<file path="src/rtl/tmsl_pkg.sv">
// Shared constants, codes and divider interface types for the tile map source locator.
`timescale 1ns / 1ps

package tmsl_pkg;

  // Tileset table and screen grid
  localparam int MaxTilesets = 8;
  localparam int SlotW       = $clog2(MaxTilesets);
  localparam int CountW      = 4;
  localparam int GridColumns = 64;
  localparam int GridRows    = 64;

  // Field widths
  localparam int IdW    = 16;
  localparam int ColsW  = 10;
  localparam int GridW  = 6;
  localparam int TsW    = 9;
  localparam int VelW   = 8;
  localparam int ScrollW = 32;
  localparam int RowW   = 17;
  localparam int ScolW  = 11;
  localparam int DestW  = 15;
  localparam int CfgW   = 9;

  // Shared divider
  localparam int DivW = 32;
  localparam int DvsW = 10;

  // Tile size limits and reset
  localparam logic [TsW-1:0] TsReset = TsW'(32);
  localparam logic [TsW-1:0] TsMax   = TsW'(256);

  // Operation codes
  localparam logic [1:0] OpTick = 2'd0;
  localparam logic [1:0] OpDraw = 2'd1;
  localparam logic [1:0] OpLoad = 2'd2;

  // Configuration register indexes
  localparam logic [1:0] CfgTileSize     = 2'd0;
  localparam logic [1:0] CfgVelocityX    = 2'd1;
  localparam logic [1:0] CfgVelocityY    = 2'd2;
  localparam logic [1:0] CfgTilesetCount = 2'd3;

  typedef struct packed {
    logic            start;
    logic [DivW-1:0] dividend;
    logic [DvsW-1:0] divisor;
  } div_req_t;

  typedef struct packed {
    logic            done;
    logic [DivW-1:0] quotient;
    logic [DvsW-1:0] remainder;
  } div_rsp_t;

endpackage

</file>
<file path="src/rtl/tmsl_divider.sv">
// Bit-serial restoring unsigned divider: one quotient bit per cycle.
`timescale 1ns / 1ps

module tmsl_divider (
  input  logic              clk_i,
  input  logic              rst_ni,
  input  tmsl_pkg::div_req_t req_i,
  output tmsl_pkg::div_rsp_t rsp_o
);
  import tmsl_pkg::*;

  localparam int CntW = $clog2(DivW);

  logic            busy_q;
  logic            done_q;
  logic [CntW-1:0] cnt_q;
  logic [DivW-1:0] quo_q;
  logic [DvsW-1:0] rem_q;
  logic [DvsW-1:0] dvs_q;

  logic [DvsW:0] shifted;
  logic [DvsW:0] diff;
  logic          ge;

  // Shift the next dividend bit into the partial remainder and trial-subtract
  assign shifted = {rem_q, quo_q[DivW-1]};
  assign ge      = shifted >= {1'b0, dvs_q};
  assign diff    = shifted - {1'b0, dvs_q};

  always_ff @(posedge clk_i or negedge rst_ni) begin
    if (!rst_ni) begin
      busy_q <= 1'b0;
      done_q <= 1'b0;
      cnt_q  <= '0;
      quo_q  <= '0;
      rem_q  <= '0;
      dvs_q  <= '0;
    end else begin
      done_q <= 1'b0;
      if (req_i.start) begin
        busy_q <= 1'b1;
        cnt_q  <= CntW'(DivW - 1);
        quo_q  <= req_i.dividend;
        rem_q  <= '0;
        dvs_q  <= req_i.divisor;
      end else if (busy_q) begin
        rem_q <= ge ? diff[DvsW-1:0] : shifted[DvsW-1:0];
        quo_q <= {quo_q[DivW-2:0], ge};
        if (cnt_q == '0) begin
          busy_q <= 1'b0;
          done_q <= 1'b1;
        end else begin
          cnt_q <= cnt_q - CntW'(1);
        end
      end
    end
  end

  assign rsp_o.done      = done_q;
  assign rsp_o.quotient  = quo_q;
  assign rsp_o.remainder = rem_q;

endmodule

</file>
<file path="src/rtl/tile_map_source_locator.sv">
// Top level of the tile map source locator: tileset table, scroll state and draw sequencer.
//
//   channel  direction  handshake                 payload
//   in       sink       in_valid_i / in_stall_o   operation, tile id, grid, tileset load
//   out      source     out_valid_o / out_stall_i draw flags, slot, source row/col, dest x/y
//   cfg      sink       cfg_we_i                  cfg_index_i, cfg_data_i
//
// Tick, load, unused codes and draws that are dropped early (empty id, no tileset,
// grid out of range) present their result in the cycle after their transfer. A full
// draw runs from its transfer to its result as a search of the table, one entry per
// step (1 to 8, one table read port), then three runs of the shared serial divider
// (id offset by column count, scroll x and scroll y by tile size), each a start
// state, 32 divider steps and the done pulse, then a load of the output register.
// A chosen set with no columns skips the first run. With no output stall the next
// transfer is taken in the cycle the result appears. Reset clears the scroll and the
// handshake state and sets the configuration to its reset values; the tileset table
// holds no reset value. Input is stalled while a draw is in flight or while a finished
// result is held by a stalled output.
`timescale 1ns / 1ps

module tile_map_source_locator (
  input  logic                                    clk_i,
  input  logic                                    rst_ni,
  // configuration port
  input  logic                                    cfg_we_i,
  input  logic [1:0]                              cfg_index_i,
  input  logic [tmsl_pkg::CfgW-1:0]               cfg_data_i,
  // input channel
  input  logic                                    in_valid_i,
  output logic                                    in_stall_o,
  input  logic [1:0]                              operation_i,
  input  logic [tmsl_pkg::IdW-1:0]                tile_id_i,
  input  logic [tmsl_pkg::GridW-1:0]              grid_column_i,
  input  logic [tmsl_pkg::GridW-1:0]              grid_row_i,
  input  logic [tmsl_pkg::SlotW-1:0]              set_slot_i,
  input  logic [tmsl_pkg::IdW-1:0]                set_first_id_i,
  input  logic [tmsl_pkg::ColsW-1:0]              set_columns_i,
  // output channel
  output logic                                    out_valid_o,
  input  logic                                    out_stall_i,
  output logic                                    draw_valid_o,
  output logic                                    no_tileset_o,
  output logic [tmsl_pkg::SlotW-1:0]              found_slot_o,
  output logic signed [tmsl_pkg::RowW-1:0]        source_row_o,
  output logic signed [tmsl_pkg::ScolW-1:0]       source_column_o,
  output logic signed [tmsl_pkg::DestW-1:0]       dest_x_o,
  output logic signed [tmsl_pkg::DestW-1:0]       dest_y_o
);
  import tmsl_pkg::*;

  typedef enum logic [3:0] {
    S_IDLE,
    S_SEARCH,
    S_OFF,
    S_OFF_WAIT,
    S_SCX,
    S_SCX_WAIT,
    S_SCY,
    S_SCY_WAIT,
    S_FINISH
  } state_e;

  // Configuration registers
  logic [TsW-1:0]    tile_size_q;
  logic [VelW-1:0]   vel_x_q;
  logic [VelW-1:0]   vel_y_q;
  logic [CountW-1:0] count_q;

  // Tileset table: one write port for loads, one registered read port for the search
  logic [IdW-1:0]   first_mem [MaxTilesets];
  logic [ColsW-1:0] cols_mem  [MaxTilesets];
  logic [IdW-1:0]   rd_first_q;
  logic [ColsW-1:0] rd_cols_q;
  logic [SlotW-1:0] rd_addr;

  // Sequencer state
  state_e           state_q;
  logic [SlotW-1:0] idx_q;
  logic [IdW-1:0]   prev_first_q;
  logic [ColsW-1:0] prev_cols_q;
  logic [IdW-1:0]   id_q;
  logic [GridW-1:0] col_q;
  logic [GridW-1:0] row_q;
  logic [SlotW-1:0] sel_slot_q;
  logic [IdW-1:0]   sel_first_q;
  logic [ColsW-1:0] sel_cols_q;
  logic [RowW-1:0]  srow_q;
  logic [ScolW-1:0] scol_q;
  logic [DestW-1:0] dx_q;
  logic [ScrollW-1:0] scroll_x_q;
  logic [ScrollW-1:0] scroll_y_q;

  // Output register
  logic             out_valid_q;
  logic             draw_valid_q;
  logic             no_tileset_q;
  logic [SlotW-1:0] found_slot_q;
  logic [RowW-1:0]  source_row_q;
  logic [ScolW-1:0] source_column_q;
  logic [DestW-1:0] dest_x_q;
  logic [DestW-1:0] dest_y_q;

  // Shared divider
  div_req_t div_req;
  div_rsp_t div_rsp;

  logic              in_xfer;
  logic              out_free;
  logic              load_we;
  logic [TsW-1:0]    ts_eff;
  logic [CountW-1:0] count_eff;
  logic [CountW-1:0] count_m1;
  logic              last_entry;
  logic              hit_prev;
  logic [RowW-1:0]   off;
  logic              off_neg;
  logic [IdW-1:0]    off_mag;
  logic [ScrollW-1:0] scx_mag;
  logic [ScrollW-1:0] scy_mag;
  logic [DestW-1:0]  prod_x;
  logic [DestW-1:0]  prod_y;
  logic [DestW-1:0]  fine;
  logic [RowW-1:0]   quo_ext;
  logic [ScolW-1:0]  rem_ext;
  logic [ScrollW-1:0] vel_x_ext;
  logic [ScrollW-1:0] vel_y_ext;

  assign in_stall_o = (state_q != S_IDLE) || (out_valid_q && out_stall_i);
  assign in_xfer    = in_valid_i && !in_stall_o;
  assign out_free   = !out_valid_q || !out_stall_i;
  assign load_we    = in_xfer && (operation_i == OpLoad) && (int'(set_slot_i) < MaxTilesets);

  // Tile size: zero acts as one, above the limit acts as the limit
  always_comb begin
    if (tile_size_q == '0) begin
      ts_eff = TsW'(1);
    end else if (tile_size_q > TsMax) begin
      ts_eff = TsMax;
    end else begin
      ts_eff = tile_size_q;
    end
  end

  assign count_eff  = (int'(count_q) > MaxTilesets) ? CountW'(MaxTilesets) : count_q;
  assign count_m1   = count_eff - CountW'(1);
  assign last_entry = ({{(CountW-SlotW){1'b0}}, idx_q} == count_m1);
  assign hit_prev   = (idx_q != '0) && (id_q >= prev_first_q) && (id_q < rd_first_q);

  // Read address: entry zero when a draw starts, the next entry while searching
  assign rd_addr = (state_q == S_SEARCH) ? idx_q + SlotW'(1) : '0;

  always_ff @(posedge clk_i) begin
    if (load_we) begin
      first_mem[set_slot_i] <= set_first_id_i;
      cols_mem[set_slot_i]  <= set_columns_i;
    end
    rd_first_q <= first_mem[rd_addr];
    rd_cols_q  <= cols_mem[rd_addr];
  end

  // Signed offset of the tile inside its set, split into sign and magnitude
  assign off     = {1'b0, id_q} - {1'b0, sel_first_q};
  assign off_neg = off[RowW-1];
  assign off_mag = off_neg ? IdW'(RowW'(0) - off) : off[IdW-1:0];

  // Scroll magnitudes for the C-style remainder
  assign scx_mag = scroll_x_q[ScrollW-1] ? ScrollW'(0) - scroll_x_q : scroll_x_q;
  assign scy_mag = scroll_y_q[ScrollW-1] ? ScrollW'(0) - scroll_y_q : scroll_y_q;

  assign prod_x = DestW'(col_q) * DestW'(ts_eff);
  assign prod_y = DestW'(row_q) * DestW'(ts_eff);

  // Fine scroll takes the sign of whichever scroll is being reduced
  always_comb begin
    logic neg;
    neg  = (state_q == S_SCX_WAIT) ? scroll_x_q[ScrollW-1] : scroll_y_q[ScrollW-1];
    fine = neg ? DestW'(0) - DestW'(div_rsp.remainder) : DestW'(div_rsp.remainder);
  end

  assign quo_ext = {1'b0, div_rsp.quotient[IdW-1:0]};
  assign rem_ext = {1'b0, div_rsp.remainder};

  assign vel_x_ext = {{(ScrollW-VelW){vel_x_q[VelW-1]}}, vel_x_q};
  assign vel_y_ext = {{(ScrollW-VelW){vel_y_q[VelW-1]}}, vel_y_q};

  // Divider requests come from the start states of the sequencer
  always_comb begin
    div_req.start    = 1'b0;
    div_req.dividend = DivW'(off_mag);
    div_req.divisor  = sel_cols_q;
    case (state_q)
      S_OFF: begin
        div_req.start = (sel_cols_q != '0);
      end
      S_SCX: begin
        div_req.start    = 1'b1;
        div_req.dividend = scx_mag;
        div_req.divisor  = DvsW'(ts_eff);
      end
      S_SCY: begin
        div_req.start    = 1'b1;
        div_req.dividend = scy_mag;
        div_req.divisor  = DvsW'(ts_eff);
      end
      default: begin
        div_req.start = 1'b0;
      end
    endcase
  end

  tmsl_divider u_divider (
    .clk_i  (clk_i),
    .rst_ni (rst_ni),
    .req_i  (div_req),
    .rsp_o  (div_rsp)
  );

  // Configuration writes
  always_ff @(posedge clk_i or negedge rst_ni) begin
    if (!rst_ni) begin
      tile_size_q <= TsReset;
      vel_x_q     <= '0;
      vel_y_q     <= '0;
      count_q     <= '0;
    end else if (cfg_we_i) begin
      case (cfg_index_i)
        CfgTileSize:     tile_size_q <= cfg_data_i[TsW-1:0];
        CfgVelocityX:    vel_x_q     <= cfg_data_i[VelW-1:0];
        CfgVelocityY:    vel_y_q     <= cfg_data_i[VelW-1:0];
        CfgTilesetCount: count_q     <= cfg_data_i[CountW-1:0];
        default:         count_q     <= count_q;
      endcase
    end
  end

  // Sequencer, scroll state and output register
  always_ff @(posedge clk_i or negedge rst_ni) begin
    if (!rst_ni) begin
      state_q         <= S_IDLE;
      idx_q           <= '0;
      prev_first_q    <= '0;
      prev_cols_q     <= '0;
      id_q            <= '0;
      col_q           <= '0;
      row_q           <= '0;
      sel_slot_q      <= '0;
      sel_first_q     <= '0;
      sel_cols_q      <= '0;
      srow_q          <= '0;
      scol_q          <= '0;
      dx_q            <= '0;
      scroll_x_q      <= '0;
      scroll_y_q      <= '0;
      out_valid_q     <= 1'b0;
      draw_valid_q    <= 1'b0;
      no_tileset_q    <= 1'b0;
      found_slot_q    <= '0;
      source_row_q    <= '0;
      source_column_q <= '0;
      dest_x_q        <= '0;
      dest_y_q        <= '0;
    end else begin
      // Drop the held result once the output side takes it
      if (out_valid_q && !out_stall_i) begin
        out_valid_q <= 1'b0;
      end

      case (state_q)
        S_IDLE: begin
          if (in_xfer) begin
            id_q  <= tile_id_i;
            col_q <= grid_column_i;
            row_q <= grid_row_i;
            // Default result: every field zero
            out_valid_q     <= 1'b1;
            draw_valid_q    <= 1'b0;
            no_tileset_q    <= 1'b0;
            found_slot_q    <= '0;
            source_row_q    <= '0;
            source_column_q <= '0;
            dest_x_q        <= '0;
            dest_y_q        <= '0;
            case (operation_i)
              OpTick: begin
                scroll_x_q <= scroll_x_q + vel_x_ext;
                scroll_y_q <= scroll_y_q + vel_y_ext;
              end
              OpDraw: begin
                if (tile_id_i == '0) begin
                  no_tileset_q <= 1'b0;
                end else if (count_eff == '0) begin
                  no_tileset_q <= 1'b1;
                end else if ((int'(grid_column_i) < GridColumns) &&
                             (int'(grid_row_i) < GridRows)) begin
                  // Hold the result back and start the ordered search at entry zero
                  out_valid_q <= 1'b0;
                  idx_q       <= '0;
                  state_q     <= S_SEARCH;
                end
              end
              default: begin
                no_tileset_q <= 1'b0;
              end
            endcase
          end
        end

        S_SEARCH: begin
          // rd_*_q holds entry idx_q; prev_*_q holds entry idx_q - 1
          if (hit_prev) begin
            sel_slot_q  <= idx_q - SlotW'(1);
            sel_first_q <= prev_first_q;
            sel_cols_q  <= prev_cols_q;
            state_q     <= S_OFF;
          end else if (last_entry) begin
            sel_slot_q  <= idx_q;
            sel_first_q <= rd_first_q;
            sel_cols_q  <= rd_cols_q;
            state_q     <= S_OFF;
          end else begin
            prev_first_q <= rd_first_q;
            prev_cols_q  <= rd_cols_q;
            idx_q        <= idx_q + SlotW'(1);
          end
        end

        S_OFF: begin
          // A set with no columns gives a zero source position
          if (sel_cols_q == '0) begin
            srow_q  <= '0;
            scol_q  <= '0;
            state_q <= S_SCX;
          end else begin
            state_q <= S_OFF_WAIT;
          end
        end

        S_OFF_WAIT: begin
          if (div_rsp.done) begin
            srow_q  <= off_neg ? RowW'(0) - quo_ext : quo_ext;
            scol_q  <= off_neg ? ScolW'(0) - rem_ext : rem_ext;
            state_q <= S_SCX;
          end
        end

        S_SCX: begin
          state_q <= S_SCX_WAIT;
        end

        S_SCX_WAIT: begin
          if (div_rsp.done) begin
            dx_q    <= prod_x - fine;
            state_q <= S_SCY;
          end
        end

        S_SCY: begin
          state_q <= S_SCY_WAIT;
        end

        S_SCY_WAIT: begin
          if (div_rsp.done) begin
            dest_y_q <= prod_y - fine;
            state_q  <= S_FINISH;
          end
        end

        S_FINISH: begin
          // Wait for the output register to free up, then present the draw
          if (out_free) begin
            out_valid_q     <= 1'b1;
            draw_valid_q    <= 1'b1;
            no_tileset_q    <= 1'b0;
            found_slot_q    <= sel_slot_q;
            source_row_q    <= srow_q;
            source_column_q <= scol_q;
            dest_x_q        <= dx_q;
            state_q         <= S_IDLE;
          end
        end

        default: begin
          state_q <= S_IDLE;
        end
      endcase
    end
  end

  assign out_valid_o     = out_valid_q;
  assign draw_valid_o    = draw_valid_q;
  assign no_tileset_o    = no_tileset_q;
  assign found_slot_o    = found_slot_q;
  assign source_row_o    = source_row_q;
  assign source_column_o = source_column_q;
  assign dest_x_o        = dest_x_q;
  assign dest_y_o        = dest_y_q;

endmodule

</file>
<file path="config.mk">
export PLATFORM = sky130hd
export DESIGN_NAME = tile_map_source_locator
export DESIGN_NICKNAME = d
export VERILOG_FILES = /design/src/rtl/tmsl_pkg.sv /design/src/rtl/tmsl_divider.sv /design/src/rtl/tile_map_source_locator.sv
export SDC_FILE = /design/constraint.sdc
export NUM_CORES = 1
export LEC_CHECK = 0
export BUFFER_PORTS_ARGS = -buffer_cell sky130_fd_sc_hd__clkbuf_2
export CORE_AREA = 2 2 265 267
export CTS_BUF_LIST = sky130_fd_sc_hd__clkbuf_2
export DETAILED_ROUTE_END_ITERATION = 10
export DIE_AREA = 0 0 267 269
export PLACE_DENSITY = 0.63
export SKIP_LAST_GASP = 1
export SLEW_MARGIN = 5
export SYNTH_ARGS = -nofsm -noshare
export SYNTH_HDL_FRONTEND = slang
export SYNTH_SLANG_ARGS = --single-unit
</file>
<file path="constraint.sdc">
create_clock -name clk_i -period 13.3 [get_ports clk_i]
set_input_delay 3.99 -clock clk_i [delete_from_list [all_inputs] [get_ports clk_i]]
set_output_delay 3.99 -clock clk_i [all_outputs]
set_load 0.01 [all_outputs]
</file>
==> implementation parameters, run 1 <==
Parameter                              Value

Run status
  Result of the run ... finished clean

Logic synthesis
  Post-synthesis net count ... 3697
  Post-synth top area share ... 25.5%
  Leading post-synthesis cells by cell area ... sky130_fd_sc_hd__dfrtp_1, sky130_fd_sc_hd__edfxtp_1, sky130_fd_sc_hd__ha_1
  Fraction of synthesis flops using an asynchronous set or reset pin ... around 60%
  Post-synthesis area per instance ... 10.2 µm²
  Yosys Warn Count ... 0
  Primary FF master, synth ... sky130_fd_sc_hd__dfrtp_1
  Netlist area before placement ... between 0.03 and 0.04 mm²
  Sequential-to-total area share from yosys stat ... approximately 45%
  Synthesized instance count ... 3344
  Post-synth EDFFs ... 208
  Flip-flop and latch count after synthesis ... ~580
  Number of different library cells in the post-synthesis netlist ... 71
  Post-synthesis cell type with the largest combined area ... sky130_fd_sc_hd__dfrtp_1

CTS
  TritonCTS buffer count ... between 150 and 200
  Post-cts sizing count ... 0
  Clock Latency Late Sink ... about 1.4 ns
  Clock-pin slew on the worst setup and hold paths ... roughly 0.10 ns
  Clock sink total ... 583
  Buffer type at the clock tree root ... sky130_fd_sc_hd__clkbuf_2
  Cts-stage hold buffer count ... 0
  Clock tree from TritonCTS ... done
  Number of levels in the clock H-tree ... 4
  Deepest clock path buffer count ... 3
  Number of setup buffers added after CTS ... 0

Routing
  Iter 0 DRT Violations ... 1692
  Average wire per standard cell ... around 18 µm
  Wirelength, routed ... between 80000 and 90000 µm
  Post-detailed-route count of antenna-violating nets ... 0
  Routed vias/inst ... 5.63
  Pre-antenna DRT Iters ... 7
  Total via count in the routed design ... approximately 26000
  Drc violations ... 0

Power and ir drop
  Max IR drop VDD ... ~0.22 mV
  Total chip power ... roughly 10000 µW
  Power per cell area ... 266 mW/mm²
  Leak pwr ... about 0.017 µW

Critical path
  Cell type group with the largest total delay on the critical path ... buffers and inverters
  Worst reg-to-reg path cell count ... 20
  Number of cells on the critical path ... 4
  Arr. time, crit path ... 4.49 ns
  Worst-path fanout max ... 4
  CP Class ... primary input to output port
  Total buffers and inverters traversed by the critical path ... 2
  Crit path cell chain ... clkbuf_2 > nand2_1 > nand2_1 > clkbuf_2
  Critical path launch point ... out_stall_i
  Critical path endpoint category ... output port
  Data required time of the worst path ... roughly 9.3 ns
  Largest stage delay on the critical path ... approximately 0.13 ns
  R2r startpoint ... u_divider.rem_q[0]
  Sort of element at the start of the critical path ... primary input
  Critical Path Slowest Stage Cell ... sky130_fd_sc_hd__nand2_1

Floorplanning
  Initial Util ... a little under 50%
  Die Y-Extent ... roughly 270 µm
  Overall die width ... 267 µm
  I/O pin count ... 140
  Area of the core ... about 0.069 mm²
  Area of the die ... 0.0718 mm²
  # rows ... 97

STA
  Period Utilization, post-route ... between 60 and 70%
  Shortest period the worst path allows ... 8.48 ns
  Setup repair after global routing missed its margin ... false
  Setup clock skew after layout ... between 0.1 and 0.15 ns
  Final total negative setup slack ... 0 ns
  Setup-failing EPs final ... 0
  Final Slew Violations ... 0
  Transition at the pin with the smallest max-transition slack ... around 1.3 ns
  Maximum achievable frequency ... around 120 MHz
  Worst slew slack as a fraction of its limit ... between 10% and 20%
  Final hold violation count ... 0

Place
  Number of port buffers ... ~140
  Final GP Congestion ... slightly below 0.9
  Half-perimeter wire length of the detailed placement result ... 59300 µm

Worst hold path
  Type of the most critical hold path ... flip-flop to flip-flop
  Worst min-delay path startpoint ... rd_first_q[1]
  Hold Crit Depth ... 2

Finish
  Area growth from synthesis to layout ... 9.60%
  Fraction of layout cells with a size suffix above 1 ... between 10% and 20%
  NumNets Final ... just under 4000

Global routing
  Total global routing track utilization ... 24.0%
  Global-route congestion overflow total ... 0
  Number of antenna violations at the first check in global routing ... 5
  Global-route wire length before repair ... ~140000 µm
  Maximum number of pins on one net before global-route repair ... about 150
  Via count of the first global-routing pass ... 25600

Run
  Max capacitance violation total ... 0
[synthesized netlist by cell type, types with 14 or more instances]
library cell                 n
sky130_fd_sc_hd__nand2_1   471
sky130_fd_sc_hd__dfrtp_1   348
sky130_fd_sc_hd__inv_1     219
sky130_fd_sc_hd__edfxtp_1  208
sky130_fd_sc_hd__o21ai_0   204
sky130_fd_sc_hd__ha_1      198
sky130_fd_sc_hd__nand3_1   148
sky130_fd_sc_hd__clkbuf_1  140
sky130_fd_sc_hd__a21oi_1   137
sky130_fd_sc_hd__xnor2_1   114
sky130_fd_sc_hd__nor2_1    107
sky130_fd_sc_hd__mux2_2    100
sky130_fd_sc_hd__mux2i_1    99
sky130_fd_sc_hd__xor2_1     81
sky130_fd_sc_hd__fa_1       80
sky130_fd_sc_hd__and2_1     71
sky130_fd_sc_hd__a21o_1     46
sky130_fd_sc_hd__o221ai_1   46
sky130_fd_sc_hd__o31ai_1    36
sky130_fd_sc_hd__nor3_1     31
sky130_fd_sc_hd__a31o_2     29
sky130_fd_sc_hd__dfxtp_1    26
sky130_fd_sc_hd__nand2b_1   26
sky130_fd_sc_hd__nor2b_1    25
sky130_fd_sc_hd__a211oi_1   22
sky130_fd_sc_hd__or3_1      20
sky130_fd_sc_hd__nor4_1     19
sky130_fd_sc_hd__a31oi_1    18
sky130_fd_sc_hd__o21bai_1   18
sky130_fd_sc_hd__a22oi_1    17
sky130_fd_sc_hd__or4_1      17
sky130_fd_sc_hd__buf_1      16
sky130_fd_sc_hd__nand4_1    15
sky130_fd_sc_hd__or2_2      15
sky130_fd_sc_hd__a221oi_1   14
sky130_fd_sc_hd__and3_1     14
sky130_fd_sc_hd__o211ai_1   14
sky130_fd_sc_hd__o22ai_1    14
[sequential cells by signal, indices dropped and copies added, names as in the netlist, 17 cells and up]
| signal | count |
|---|---|
| scroll_y_q | 32 |
| first_mem | 128 |
| scroll_x_q | 32 |
| srow_q | 17 |
| u_divider.quo_q | 32 |
| source_row_o | 17 |
| cols_mem | 80 |
[stage by stage]
stage	std cells	setup slack (ns)	hold WS, ns	util, %	instance area, µm²
after floorplan	3344	5.14	0.433	-	34200
after global placement	4308	4.81	0.449	51.8	35900
after detailed placement	4308	4.81	0.457	51.8	35900
after CTS	4594	4.81	0.418	54.1	37500
after global routing	4595	4.78	0.441	54.1	37500
final	4596	4.82	0.433	54.1	37500
[where the power goes]
| group | leakage, µW | internal, µW | switching [µW] | total, µW |
|---|---|---|---|---|
| logic | 0.00934 | 2540 | 3430 | 5970 |
| registers | 0.00651 | 2230 | 456 | 2690 |
| clock network | 0.00112 | 509 | 812 | 1320 |
[logic make-up after synthesis]
group	share of synthesized area, %
AOI/OAI and AO/OA	13.4
DFF	45.3
xor gates and xnor gates	5.00
muxes	6.19
and+or+nand+nor	14.0
adders and majority gates	11.9
buffers and inverters	4.12
[final timing paths]
path	end	slack, ns
worst max-delay path	in_stall_o	4.82
worst min-delay path	prev_first_q[1]	0.43
worst max register to register	dx_q[13]	7.15
worst min register to register	prev_first_q[1]	0.43
max in group asynchronous	scol_q[1]	8.95
min in group asynchronous	found_slot_o[1]	2.73
[per-layer routing]
metal / wire [µm] / vias up / GRT usage (%) / share of wire, %
li1: - / 12400 / - / -
met1: 37700 / 12700 / 31.7 / 44
met2: 40500 / 684 / 39.8 / 48
met3: 4600 / 153 / 4.19 / 5.4
met4: 2100 / 6 / 8.75 / 2.5
met5: 37 / - / 0 / 0.044
[cells in the final DEF (no fill, tap or decap), types with 15 or more instances in the layout]
master / count
sky130_fd_sc_hd__xnor2_1: 114
sky130_fd_sc_hd__xor2_1: 81
sky130_fd_sc_hd__ha_1: 198
sky130_fd_sc_hd__a31oi_1: 18
sky130_fd_sc_hd__clkbuf_2: 363
sky130_fd_sc_hd__buf_4: 40
sky130_fd_sc_hd__o31ai_1: 36
sky130_fd_sc_hd__inv_1: 219
sky130_fd_sc_hd__o21bai_1: 18
sky130_fd_sc_hd__a211oi_1: 22
sky130_fd_sc_hd__or4_1: 17
sky130_fd_sc_hd__mux2_2: 100
sky130_fd_sc_hd__o221ai_1: 46
sky130_fd_sc_hd__nor3_1: 27
sky130_fd_sc_hd__nand2_1: 468
sky130_fd_sc_hd__nand4_1: 15
sky130_fd_sc_hd__fa_1: 80
sky130_fd_sc_hd__dfrtp_1: 347
sky130_fd_sc_hd__a21oi_1: 134
sky130_fd_sc_hd__or2_2: 15
sky130_fd_sc_hd__dfxtp_1: 26
sky130_fd_sc_hd__and2_1: 71
sky130_fd_sc_hd__mux2i_1: 99
sky130_fd_sc_hd__edfxtp_1: 208
sky130_fd_sc_hd__a31o_2: 29
sky130_fd_sc_hd__nor4_1: 19
sky130_fd_sc_hd__nand3_1: 147
sky130_fd_sc_hd__nor2_1: 100
sky130_fd_sc_hd__or3_1: 19
sky130_fd_sc_hd__nor2b_1: 25
sky130_fd_sc_hd__a22oi_1: 17
sky130_fd_sc_hd__o21ai_0: 204
sky130_fd_sc_hd__clkinv_1: 40
sky130_fd_sc_hd__nand2b_1: 26
sky130_fd_sc_hd__a21o_1: 46
[tightest hold or removal path, delay by kind of cell (launching register included)]
family / cells / cell delay (ns)
buffers and inverters: 1 / 0.08
DFF: 1 / 0.32
muxes: 1 / 0.07
[layout make-up]
type                    count  area (µm²)
clock buffers             225        1130
repair buffers            180        1030
diodes                      2        5.00
well taps                 940        1180
multi-input cells        2386       17400
flip-flops and latches    583       15500
inverters                 219         822
clock inverters            61         413
fillers                  6138       31800
Note: power is estimated with default switching activity, not from simulation.
==> run 2: changes to the inputs <==
--- a/config.mk
+++ b/config.mk
@@ -5,11 +5,12 @@
 export SDC_FILE = /design/constraint.sdc
 export NUM_CORES = 1
 export LEC_CHECK = 0
+export ABC_AREA = 1
 export BUFFER_PORTS_ARGS = -buffer_cell sky130_fd_sc_hd__clkbuf_2
-export CORE_AREA = 2 2 265 267
+export CORE_AREA = 2 2 270 272
 export CTS_BUF_LIST = sky130_fd_sc_hd__clkbuf_2
 export DETAILED_ROUTE_END_ITERATION = 10
-export DIE_AREA = 0 0 267 269
+export DIE_AREA = 0 0 272 274
 export PLACE_DENSITY = 0.63
 export SKIP_LAST_GASP = 1
 export SLEW_MARGIN = 5
==> constraint.sdc (replaced) <==
create_clock -name clk_i -period 8.6 [get_ports clk_i]
set_input_delay 2.58 -clock clk_i [delete_from_list [all_inputs] [get_ports clk_i]]
set_output_delay 2.58 -clock clk_i [all_outputs]
set_load 0.01 [all_outputs]
==> implementation parameters, run 2 <==
Parameter                              Value

Run status
  Result of the run ... finished clean (unchanged)

Place
  Number of port buffers ... 139 (unchanged)
  Setup Slack @ Placement ... 2.09 ns (was 4.81 ns)
  Half-perimeter wire length of the detailed placement result ... 72100 µm (was 59300 µm)
  Final GP Congestion ... 0.952 (was 0.879)
  Count of placed standard cells including taps ... 5228 (was 4308)

Logic synthesis
  Number of different library cells in the post-synthesis netlist ... 55 (was 71)
  Primary FF master, synth ... sky130_fd_sc_hd__dfrtp_1 (unchanged)
  Fraction of synthesis flops using an asynchronous set or reset pin ... 59.9% (unchanged)
  Post-synthesis area per instance ... 8.39 µm² (was 10.2 µm²)
  Synthesized instance count ... 4236 (was 3344)
  Yosys Warn Count ... 0 (unchanged)
  Sequential-to-total area share from yosys stat ... 43.6% (was 45.3%)
  Flip-flop and latch count after synthesis ... 583 (unchanged)
  Cell with the most instances after synthesis ... sky130_fd_sc_hd__nand2_1 (unchanged)
  Leading post-synthesis cells by cell area ... sky130_fd_sc_hd__dfrtp_1, sky130_fd_sc_hd__edfxtp_1, sky130_fd_sc_hd__nand2_1 (was sky130_fd_sc_hd__dfrtp_1, sky130_fd_sc_hd__edfxtp_1, sky130_fd_sc_hd__ha_1)
  Post-synth top area share ... 24.5% (was 25.5%)
  Post-synth EDFFs ... 208 (unchanged)
  Post-synthesis net count ... 4589 (was 3697)
  Post-synthesis cell type with the largest combined area ... sky130_fd_sc_hd__dfrtp_1 (unchanged)
  Synth top cells by count ... sky130_fd_sc_hd__nand2_1, sky130_fd_sc_hd__inv_1, sky130_fd_sc_hd__o21ai_0 (was sky130_fd_sc_hd__nand2_1, sky130_fd_sc_hd__dfrtp_1, sky130_fd_sc_hd__inv_1)
  Netlist area before placement ... 0.0355 mm² (was 0.0342 mm²)

Finish
  Max FFs per register ... 128 (unchanged)
  Register with the highest flop count ... first_mem (unchanged)
  Leading cell type in the layout, fill and taps excluded ... sky130_fd_sc_hd__nand2_1 (unchanged)
  Fraction of layout cells with a size suffix above 1 ... 12.1% (was 16.6%)
  Most frequent cells in the layout ... sky130_fd_sc_hd__nand2_1, sky130_fd_sc_hd__inv_1, sky130_fd_sc_hd__o21ai_0 (was sky130_fd_sc_hd__nand2_1, sky130_fd_sc_hd__clkbuf_2, sky130_fd_sc_hd__dfrtp_1)
  Area growth from synthesis to layout ... 8.60% (was 9.60%)
  Largest registers ... first_mem: 128 flops, cols_mem: 80 flops (unchanged)
  NumNets Final ... 4779 (was 3880)
  Layout Cells excl Fill ... 5504 (was 4596)

Routing
  Average wire per standard cell ... 18.3 µm (was 18.5 µm)
  Pre-antenna DRT Iters ... 5 (was 7)
  Drc violations ... 0 (unchanged)
  Iter 0 DRT Violations ... 2281 (was 1692)
  Post-detailed-route count of antenna-violating nets ... 0 (unchanged)
  Total via count in the routed design ... 29800 (was 25900)
  Routed vias/inst ... 5.42 (was 5.63)
  Wirelength, routed ... 101000 µm (was 84900 µm)

CTS
  Clock tree from TritonCTS ... done (unchanged)
  Cts-stage hold buffer count ... 0 (unchanged)
  Buffer type at the clock tree root ... sky130_fd_sc_hd__clkbuf_2 (unchanged)
  Number of levels in the clock H-tree ... 4 (unchanged)
  Clock sink total ... 583 (unchanged)
  Clock-pin slew on the worst setup and hold paths ... 0.11 ns (was 0.10 ns)
  Clock Latency Late Sink ... 1.40 ns (was 1.42 ns)
  Number of setup buffers added after CTS ... 0 (unchanged)
  Post-cts sizing count ... 0 (unchanged)
  Deepest clock path buffer count ... 3 (unchanged)
  TritonCTS buffer count ... 155 (was 157)

Global routing
  Number of antenna violations at the first check in global routing ... 10 (was 5)
  Total global routing track utilization ... 27.4% (was 24.0%)
  Via count of the first global-routing pass ... 28400 (was 25600)
  Global-route wire length before repair ... 159000 µm (was 136000 µm)
  Global-route congestion overflow total ... 0 (unchanged)
  Maximum number of pins on one net before global-route repair ... 133 (was 154)

STA
  Worst slew slack as a fraction of its limit ... 23.9% (was 13.9%)
  Transition at the pin with the smallest max-transition slack ... 1.14 ns (was 1.27 ns)
  Final total negative setup slack ... 0 ns (unchanged)
  Setup slack of the critical path after layout ... 2.04 ns (was 4.82 ns)
  Final Slew Violations ... 0 (unchanged)
  Final hold violation count ... 0 (unchanged)
  Maximum achievable frequency ... roughly 150 MHz
  Setup-failing EPs final ... 0 (unchanged)
  Shortest period the worst path allows ... around 6.6 ns
  Worst hold-check slack ... 0.456 ns (was 0.433 ns)
  Setup clock skew after layout ... 0.107 ns (was 0.133 ns)
  Period Utilization, post-route ... about 76%
  Setup repair after global routing missed its margin ... false (unchanged)

Floorplanning
  Die Y-Extent ... 274 µm (was 269 µm)
  I/O pin count ... 140 (unchanged)
  Initial Util ... 49.4% (was 49.3%)
  Area of the die ... 0.0745 mm² (was 0.0718 mm²)
  Overall die width ... 272 µm (was 267 µm)
  # rows ... 99 (was 97)
  Area of the core ... 0.0720 mm² (was 0.0693 mm²)

Critical path
  Worst-path fanout max ... 27 (was 4)
  Cell type group with the largest total delay on the critical path ... adder cells (was buffers and inverters)
  Crit path cell chain ... inv_1 > o21ai_1 > buf_4 > inv_1 > o21ai_0 > fa_1 > fa_1 > fa_1 > inv_1 > fa_1 > inv_1 > ha_1 > nand2_1 > o21ai_0 > a21oi_1 > o21ai_0 > a21oi_1 > o21bai_1 > or2_2 > nand3_1 > o21ai_0 (was clkbuf_2 > nand2_1 > nand2_1 > clkbuf_2)
  CP Class ... flip-flop to flip-flop (was primary input to output port)
  Data required time of the worst path ... 9.81 ns (was 9.31 ns)
  Critical path endpoint category ... flip-flop (was output port)
  Sort of element at the start of the critical path ... flip-flop (was primary input)
  Total buffers and inverters traversed by the critical path ... 5 (was 2)
  Critical Path Slowest Stage Cell ... sky130_fd_sc_hd__dfrtp_1 (was sky130_fd_sc_hd__nand2_1)
  Largest stage delay on the critical path ... 0.91 ns (was 0.13 ns)
  Arr. time, crit path ... 7.77 ns (was 4.49 ns)

Power and ir drop
  Leak pwr ... 0.0184 µW (was 0.0170 µW)
  Power per cell area ... 390 mW/mm² (was 266 mW/mm²)
  Max IR drop VDD ... 0.185 mV (was 0.222 mV)

Worst hold path
  Type of the most critical hold path ... flip-flop to flip-flop (unchanged)

Run
  Max capacitance violation total ... 0 (unchanged)
==> run 2: changes by cell type after synthesis, moves of 36 or more <==
cell	change
sky130_fd_sc_hd__nor2_1	+178
sky130_fd_sc_hd__a21oi_1	+88
sky130_fd_sc_hd__mux2i_1	-99
sky130_fd_sc_hd__or2_2	+36
sky130_fd_sc_hd__nand2_1	+401
sky130_fd_sc_hd__buf_2	+51
sky130_fd_sc_hd__and2_1	-71
sky130_fd_sc_hd__inv_1	+366
sky130_fd_sc_hd__clkbuf_1	-70
sky130_fd_sc_hd__mux2_2	-100
sky130_fd_sc_hd__o221ai_1	-41
sky130_fd_sc_hd__o21ai_0	+259
sky130_fd_sc_hd__xnor2_1	-91
==> run 2: worst paths after layout <==
check                                from             end  slack (ns)  cells after the start
max in group asynchronous          rst_ni  scroll_x_q[24]        6.00                      2
min in group asynchronous          rst_ni     dest_x_o[7]        1.29                      1
setup reg to reg           scroll_y_q[31]        dx_q[13]        2.04                     21
hold / removal               rd_cols_q[2]  prev_cols_q[2]        0.46                      2
setup / recovery           scroll_y_q[31]        dx_q[13]        2.04                     21
hold reg to reg              rd_cols_q[2]  prev_cols_q[2]        0.46                      2
==> run 2: cells by family (layout without fill, tap and decap cells) <==
group | after synthesis | count (layout) | synth area share [%]
DFF | 583 | 583 | 43.6
adders and majority gates | 278 | 278 | 11.5
buffers and inverters | 742 | 1045 | 8.25
and+or+nand+nor | 1557 | 1557 | 18.8
AOI/OAI and AO/OA | 999 | 999 | 15.9
other | 0 | 6 | 0
xor gates and xnor gates | 77 | 77 | 1.90
==> run 2: area by class of cell <==
type	instances	area, µm²
antenna	6	15.0
clock buffer	234	1170
clock inverter	36	292
fill	6941	33400
inverter	604	2270
multi-input combinational	2911	17200
sequential	583	15500
tap	959	1200
timing repair buffer	171	971
==> run 2: metrics by stage <==
| stage | power [µW] | area, µm² | utilization [%] |
|---|---|---|---|
| 4_1_cts | 15100 | 38600 | 53.6 |
| 3_5_place_dp | 13000 | 37100 | 51.6 |
| 3_3_place_gp | 12900 | 37100 | 51.6 |
| 5_1_grt | 16600 | 38600 | 53.6 |
| 6_report | 15000 | 38600 | 53.6 |
| 2_1_floorplan | 10500 | 35500 | - |
==> run 2: worst reg2reg max path, stage by stage, from the launching register on <==
cell and delay [ns]:
sky130_fd_sc_hd__dfrtp_1 0.91, sky130_fd_sc_hd__inv_1 0.55, sky130_fd_sc_hd__o21ai_1 0.27, sky130_fd_sc_hd__buf_4 0.22
sky130_fd_sc_hd__inv_1 0.11, sky130_fd_sc_hd__o21ai_0 0.53, sky130_fd_sc_hd__fa_1 0.55, sky130_fd_sc_hd__fa_1 0.55
sky130_fd_sc_hd__fa_1 0.55, sky130_fd_sc_hd__inv_1 0.05, sky130_fd_sc_hd__fa_1 0.53, sky130_fd_sc_hd__inv_1 0.04
sky130_fd_sc_hd__ha_1 0.35, sky130_fd_sc_hd__nand2_1 0.11, sky130_fd_sc_hd__o21ai_0 0.09, sky130_fd_sc_hd__a21oi_1 0.22
sky130_fd_sc_hd__o21ai_0 0.17, sky130_fd_sc_hd__a21oi_1 0.15, sky130_fd_sc_hd__o21bai_1 0.08, sky130_fd_sc_hd__or2_2 0.28
sky130_fd_sc_hd__nand3_1 0.06, sky130_fd_sc_hd__o21ai_0 0.09
==> run 2: report_power, final <==
group	leakage, µW	switching [µW]	internal [µW]
combinational	0.0108	5810	3060
clock	0.00111	1220	790
sequential	0.00654	685	3460
==> run 2: per-layer routing <==
metal / vias up / part of all wire, % / global-route usage (%)
met4: 12 / 2.9 / 9.88
met1: 14100 / 46 / 38.6
met5: - / 0.078 / 0
met2: 933 / 44 / 41.7
li1: 14700 / - / -
met3: 159 / 6.9 / 5.65
